--- src/rtl/sslim_pkg.sv ---
// shared types, widths and helpers for the six axis setpoint slew limiter
// used by sslim_axis and six_axis_setpoint_slew_limiter; no dependencies
package sslim_pkg;

  localparam int POS_WIDTH = 32;
  localparam int AXES      = 6;
  localparam int FIELD_W   = 32;
  localparam int STEP_W    = 31;
  localparam int CFG_IDX_W = 3;
  localparam int TDATA_W   = AXES * FIELD_W;

  localparam int EXT_W  = ((POS_WIDTH > FIELD_W) ? POS_WIDTH : FIELD_W) + 1;
  localparam int DIFF_W = ((POS_WIDTH > STEP_W) ? POS_WIDTH : STEP_W) + 2;

  typedef logic signed [POS_WIDTH-1:0] pos_t;
  typedef logic signed [FIELD_W-1:0]   field_t;
  typedef logic        [STEP_W-1:0]    step_t;
  typedef logic signed [EXT_W-1:0]     ext_t;
  typedef logic signed [DIFF_W-1:0]    diff_t;

  localparam int AX_ROLL  = 0;
  localparam int AX_PITCH = 1;
  localparam int AX_HEAVE = 2;
  localparam int AX_SURGE = 3;
  localparam int AX_YAW   = 4;
  localparam int AX_SWAY  = 5;

  typedef enum logic [CFG_IDX_W-1:0] {
    REG_SMOOTH     = 3'd0,
    REG_STEP_ROLL  = 3'd1,
    REG_STEP_PITCH = 3'd2,
    REG_STEP_HEAVE = 3'd3,
    REG_STEP_SURGE = 3'd4,
    REG_STEP_YAW   = 3'd5,
    REG_STEP_SWAY  = 3'd6
  } cfg_reg_e;

  localparam ext_t POS_MAX_X = ext_t'((ext_t'(1) <<< (POS_WIDTH - 1)) - ext_t'(1));
  localparam ext_t POS_MIN_X = -POS_MAX_X - ext_t'(1);
  localparam ext_t F32_MAX_X = ext_t'((ext_t'(1) <<< (FIELD_W - 1)) - ext_t'(1));
  localparam ext_t F32_MIN_X = -F32_MAX_X - ext_t'(1);

  // saturate an incoming target into the position range
  function automatic pos_t clamp_pos(field_t v);
    ext_t x;
    ext_t r;
    x = ext_t'(v);
    if (x > POS_MAX_X) begin
      r = POS_MAX_X;
    end else if (x < POS_MIN_X) begin
      r = POS_MIN_X;
    end else begin
      r = x;
    end
    return pos_t'(r);
  endfunction

  // saturate a position into the output field range
  function automatic field_t sat_out(pos_t v);
    ext_t x;
    ext_t r;
    x = ext_t'(v);
    if (x > F32_MAX_X) begin
      r = F32_MAX_X;
    end else if (x < F32_MIN_X) begin
      r = F32_MIN_X;
    end else begin
      r = x;
    end
    return field_t'(r);
  endfunction

endpackage

--- src/rtl/sslim_axis.sv ---
// one axis compare-and-step unit: moves toward the goal by at most the step, or
// jumps to it with smoothing off; depends on sslim_pkg
module sslim_axis (
  input  sslim_pkg::pos_t  cur_i,
  input  sslim_pkg::pos_t  goal_i,
  input  sslim_pkg::step_t step_i,
  input  logic             smooth_i,
  output sslim_pkg::pos_t  next_o
);
  import sslim_pkg::*;

  diff_t cur_x;
  diff_t diff;
  diff_t gap;
  diff_t step_x;
  diff_t stepped;

  always_comb begin
    cur_x   = diff_t'(cur_i);
    diff    = diff_t'(goal_i) - cur_x;
    gap     = diff[DIFF_W-1] ? -diff : diff;
    step_x  = diff_t'(step_i);
    stepped = diff[DIFF_W-1] ? (cur_x - step_x) : (cur_x + step_x);
    if (!smooth_i) begin
      next_o = goal_i;
    end else if (gap > step_x) begin
      next_o = pos_t'(stepped);
    end else begin
      next_o = goal_i;
    end
  end

endmodule

--- src/rtl/six_axis_setpoint_slew_limiter.sv ---
// top level of the six axis setpoint slew limiter: config registers, goal and
// position state, output register; depends on sslim_pkg and sslim_axis
//
// Returns one result transfer for each setpoint transfer, in order. With tuser
// high the six targets become the new goal; then every axis either jumps to its
// goal (smoothing off) or moves toward it by at most its step and lands on it
// once the gap is within the step (smoothing on). Values are signed Q16.16. The
// goal/position update and compare-and-step of all six axes are combinational
// and the result is registered, so it appears in the cycle after its input
// transfer; the output register lets a new input transfer be taken in the same
// cycle a waiting result is taken, so throughput is one item per clock while
// m_axis_tready is high. Configuration writes take effect on the next transfer.
module six_axis_setpoint_slew_limiter (
  input  logic                            clk_i,
  input  logic                            rst_ni,
  input  logic                            cfg_we_i,
  input  logic [sslim_pkg::CFG_IDX_W-1:0] cfg_index_i,
  input  logic [sslim_pkg::STEP_W-1:0]    cfg_data_i,
  input  logic                            s_axis_tvalid,
  output logic                            s_axis_tready,
  // target_roll, target_pitch, target_heave, target_surge, target_yaw, target_sway
  input  logic [sslim_pkg::TDATA_W-1:0]   s_axis_tdata,
  // load_target
  input  logic                            s_axis_tuser,
  output logic                            m_axis_tvalid,
  input  logic                            m_axis_tready,
  // out_roll, out_pitch, out_heave, out_surge, out_yaw, out_sway
  output logic [sslim_pkg::TDATA_W-1:0]   m_axis_tdata
);
  import sslim_pkg::*;

  logic   smooth_q;
  step_t  step_q [AXES];
  pos_t   goal_q [AXES];
  pos_t   goal_d [AXES];
  pos_t   cur_q  [AXES];
  pos_t   cur_d  [AXES];
  logic   out_valid_q;
  logic [TDATA_W-1:0] out_q;
  logic [TDATA_W-1:0] out_d;
  logic   in_xfer;

  assign s_axis_tready = !out_valid_q || m_axis_tready;
  assign in_xfer       = s_axis_tvalid && s_axis_tready;
  assign m_axis_tvalid = out_valid_q;
  assign m_axis_tdata  = out_q;

  // config registers
  always_ff @(posedge clk_i or negedge rst_ni) begin
    if (!rst_ni) begin
      smooth_q <= 1'b0;
      for (int a = 0; a < AXES; a++) begin
        step_q[a] <= '0;
      end
    end else if (cfg_we_i) begin
      unique case (cfg_index_i)
        REG_SMOOTH:     smooth_q         <= cfg_data_i[0];
        REG_STEP_ROLL:  step_q[AX_ROLL]  <= cfg_data_i;
        REG_STEP_PITCH: step_q[AX_PITCH] <= cfg_data_i;
        REG_STEP_HEAVE: step_q[AX_HEAVE] <= cfg_data_i;
        REG_STEP_SURGE: step_q[AX_SURGE] <= cfg_data_i;
        REG_STEP_YAW:   step_q[AX_YAW]   <= cfg_data_i;
        REG_STEP_SWAY:  step_q[AX_SWAY]  <= cfg_data_i;
        default: ;
      endcase
    end
  end

  for (genvar g = 0; g < AXES; g++) begin : g_axis
    assign goal_d[g] = s_axis_tuser
                       ? clamp_pos(field_t'(s_axis_tdata[g*FIELD_W +: FIELD_W]))
                       : goal_q[g];

    sslim_axis u_axis (
      .cur_i    (cur_q[g]),
      .goal_i   (goal_d[g]),
      .step_i   (step_q[g]),
      .smooth_i (smooth_q),
      .next_o   (cur_d[g])
    );

    assign out_d[g*FIELD_W +: FIELD_W] = sat_out(cur_d[g]);
  end

  // goal and position state
  always_ff @(posedge clk_i or negedge rst_ni) begin
    if (!rst_ni) begin
      for (int a = 0; a < AXES; a++) begin
        goal_q[a] <= '0;
        cur_q[a]  <= '0;
      end
    end else if (in_xfer) begin
      for (int a = 0; a < AXES; a++) begin
        goal_q[a] <= goal_d[a];
        cur_q[a]  <= cur_d[a];
      end
    end
  end

  always_ff @(posedge clk_i or negedge rst_ni) begin
    if (!rst_ni) begin
      out_valid_q <= 1'b0;
    end else if (in_xfer) begin
      out_valid_q <= 1'b1;
    end else if (m_axis_tready) begin
      out_valid_q <= 1'b0;
    end
  end

  always_ff @(posedge clk_i) begin
    if (in_xfer) begin
      out_q <= out_d;
    end
  end

endmodule
--- config.mk ---
export PLATFORM = sky130hd
export DESIGN_NAME = six_axis_setpoint_slew_limiter
export DESIGN_NICKNAME = d
export VERILOG_FILES = /design/src/rtl/sslim_pkg.sv /design/src/rtl/sslim_axis.sv /design/src/rtl/six_axis_setpoint_slew_limiter.sv
export SDC_FILE = /design/constraint.sdc
export NUM_CORES = 2
export LEC_CHECK = 0
export ABC_AREA = 1
export BUFFER_PORTS_ARGS = -buffer_cell sky130_fd_sc_hd__buf_2
export CAP_MARGIN = 15
export CORE_AREA = 2 2 360 362
export CTS_BUF_LIST = sky130_fd_sc_hd__clkbuf_8
export CTS_CLUSTER_SIZE = 25
export DETAILED_ROUTE_END_ITERATION = 10
export DIE_AREA = 0 0 362 364
export PLACE_DENSITY = 0.7
export SYNTH_ARGS = -nofsm -noshare
export SYNTH_HDL_FRONTEND = slang
export SYNTH_SLANG_ARGS = --single-unit
--- constraint.sdc ---
create_clock -name clk_i -period 7.19 [get_ports clk_i]
set_clock_uncertainty 0.05 [all_clocks]
set_input_delay 0.719 -clock clk_i [delete_from_list [all_inputs] [get_ports clk_i]]
set_output_delay 0.719 -clock clk_i [all_outputs]
set_load 0.02 [all_outputs]
==> out/qor.txt <==
outcome -> finished, violations left
failing checks -> design-rule violations
CTS tree -> done
CTS Sinks -> 764
drt wl/cell -> 19.6 µm
grt met3 use -> 0.0700
Hold Vio Cnt, Final -> 0
Post-Syn Area -> 69900 µm²
CP max-delay cell -> fa_1
nets -> 11900
worst hold path type -> in2reg
routed vias -> 71600
Initial Util -> 0.544
CP Data Arrival Time -> 7080 ps
share of the synthesized area in the top cell type -> 0.205
R2R Path End -> m_axis_tdata[32]
asr flop ratio synth -> 0.749
area grow syn2layout -> 11.6%
ys flop type -> dfrtp_1
CP Capture Type -> flip-flop
Seq cells post-synth -> 764
cts repair resizes -> 0
die area -> 132000 µm²
vias in the first global route -> 68300
most frequent cells in the layout -> nand2_1 (3314), inv_1 (1598), o21ai_0 (844)
vias per cell -> 5.55
crit-path max FO -> 57
Synth area leader -> dfrtp_1
GRT Total Usage -> 0.376
Area contributors post-synth -> dfrtp_1 (20%), nand2_1 (18%), ha_1 (10%)
met2 Use GR -> 0.622
R2R depth -> 34
die width -> 362 µm
CTS buffer count -> 139
Critical Path Start Type -> input pin
CTS Buffer Depth -> 3
DR pass1 iterations -> 11
PortBufs -> 425
share of layout cells above drive strength 1 -> 0.0962
largest net degree at the start of global routing -> 198
Period Utilization, post-route -> 0.902
Post-synth EDFFs -> 192
worst reg2reg startpoint -> goal_q[129]
worst skew pair latency -> 920 ps
first-pass GRT wire length -> 385000 µm
Detail Route Antenna Nets -> 0
# hold bufs at CTS -> 1
CP Capture Point -> m_axis_tdata[98]
Avg Cell Area, Syn -> 6.62 µm²
initial antenna violation count -> 39
DR iter-0 viols -> 6356
RSZ-0062 raised after global routing -> false
library cells used by synthesis -> 63
Critical Path Max Stage Delay -> 440 ps
syn_nets -> 11400
Worst EP required -> 7780 ps
# rows -> 132
Crit. Startpoint -> s_axis_tuser
# IOs -> 426
CTS H-tree lvls -> 4
Max transition margin -> 0.139
CORE AREA -> 128000 µm²
HPWL Detailed -> 202000 µm
Die Ht -> 364 µm
postcts setup bufs -> 0
Worst Hold Depth -> 3
Levels on crit path -> 32
CP bufs+invs -> 4
CTS root buf -> clkbuf_8
hold_ws -> 136 ps
Worst Tran Pin Value -> 1290 ps
R2R setup slack -> 920 ps
fin crit period -> 6490 ps
commonest non-fill, non-tap cell in the layout -> nand2_1
clock-pin slew on the worst setup and hold paths -> 60 ps
cells after synthesis -> 10500
# setup viols final -> 0
Routed WL -> 253000 µm
Worst path top cell family by delay -> simple AND/OR/NAND/NOR gates
Synth Warn # -> 0
GRT busiest layer -> met2
Slew Viols, Final -> 0
Seq/Total Area, Yosys -> 0.287
cell mode on critical path -> nand2_1
critical path type -> in2reg
Max Cap Viol -> 0
total grt overflow -> 0
DRC viols -> 2
Fmax -> 154 MHz
Final Wtd Congestion -> 1.02
met1 Use GR -> 0.470
## registers in the layout (all words and copies together), names as in the netlist
signal and count:
cur_q 192, goal_q 192, m_axis_tdata 192, m_axis_tvalid 1, smooth_q 1, step_q 186
## worst min-delay path by stage
stage	start	endpoint	slack [ps]
floorplan	rst_ni	cur_q[0]	370
global placement	goal_q[95]	goal_q[95]	410
detailed placement	cur_q[63]	cur_q[63]	420
CTS	m_axis_tready	m_axis_tvalid	60
global route	s_axis_tvalid	m_axis_tvalid	110
finish	s_axis_tvalid	m_axis_tvalid	140
## per-stage QoR
step | utilization | setup slack (ps) | instance area [µm²] | setup TNS [ps] | cells
floorplan | - | 197 | 69900 | 0 | 10500
global placement | 0.584 | -31.7 | 74900 | -61.6 | 12600
detailed placement | 0.584 | -79.8 | 74900 | -267 | 12600
CTS | 0.607 | 892 | 77900 | 0 | 12900
global route | 0.607 | 271 | 77900 | 0 | 12900
finish | 0.607 | 701 | 77900 | 0 | 12900
## cells in the mapped netlist, types with 5 or more instances
| master | n |
|---|---|
| a221oi_1 | 10 |
| and2_1 | 34 |
| a21o_1 | 31 |
| o31ai_1 | 22 |
| nor3_1 | 137 |
| nand3_2 | 20 |
| o21a_1 | 23 |
| o21bai_1 | 23 |
| mux2i_1 | 6 |
| o211ai_1 | 22 |
| buf_2 | 28 |
| nand3_1 | 558 |
| buf_6 | 13 |
| dfrtp_1 | 572 |
| inv_1 | 1554 |
| a21boi_0 | 9 |
| nand3b_1 | 39 |
| ha_1 | 576 |
| clkbuf_1 | 199 |
| a211oi_1 | 7 |
| nor2_4 | 5 |
| fa_1 | 12 |
| edfxtp_1 | 192 |
| buf_1 | 9 |
| nor2_1 | 732 |
| o21ai_1 | 16 |
| nand2_4 | 6 |
| xor2_1 | 438 |
| nand2_2 | 118 |
| a21oi_1 | 532 |
| and3_1 | 6 |
| o21ai_0 | 844 |
| nor2_2 | 17 |
| inv_2 | 27 |
| nand2_1 | 3318 |
| buf_4 | 10 |
| nor4_1 | 33 |
| xnor2_1 | 108 |
| a31oi_1 | 42 |
| nand4_1 | 149 |
## kinds of logic after synthesis
group | share of synthesized area
DFF | 0.287
xor gates and xnor gates | 0.0698
and+or+nand+nor | 0.311
adders and majority gates | 0.107
muxes | 0.000860
buffers and inverters | 0.102
AOI/OAI and AO/OA | 0.123
## metal layers
layer  wire (µm)  vias up
li1            -    34900
met1      103000    33200
met2      116000     2831
met3       20000      627
met4       13300       18
met5         122        -
## final cells by class
type / instances / area (µm²)
inverters: 1585 / 5960
flip-flops and latches: 764 / 20100
clock inverters: 93 / 746
diodes: 30 / 75.1
repair buffers: 648 / 4090
well taps: 1675 / 2100
fillers: 12400 / 50400
multi-input cells: 7937 / 42700
clock buffers: 161 / 2220
## worst reg2reg max path: cells and delay by family, from the launching register on
family / cells / cell delay (ps)
AO/OA/AOI/OAI: 6 / 1440
adder cells (fa/ha/maj): 2 / 680
buffers and inverters: 4 / 620
AND/OR/NAND/NOR: 21 / 2740
XOR/XNOR: 1 / 160
flip-flops: 1 / 340
Power is not shown: default switching activity piles up to over one toggle a cycle in this logic, so the estimate is an artifact.
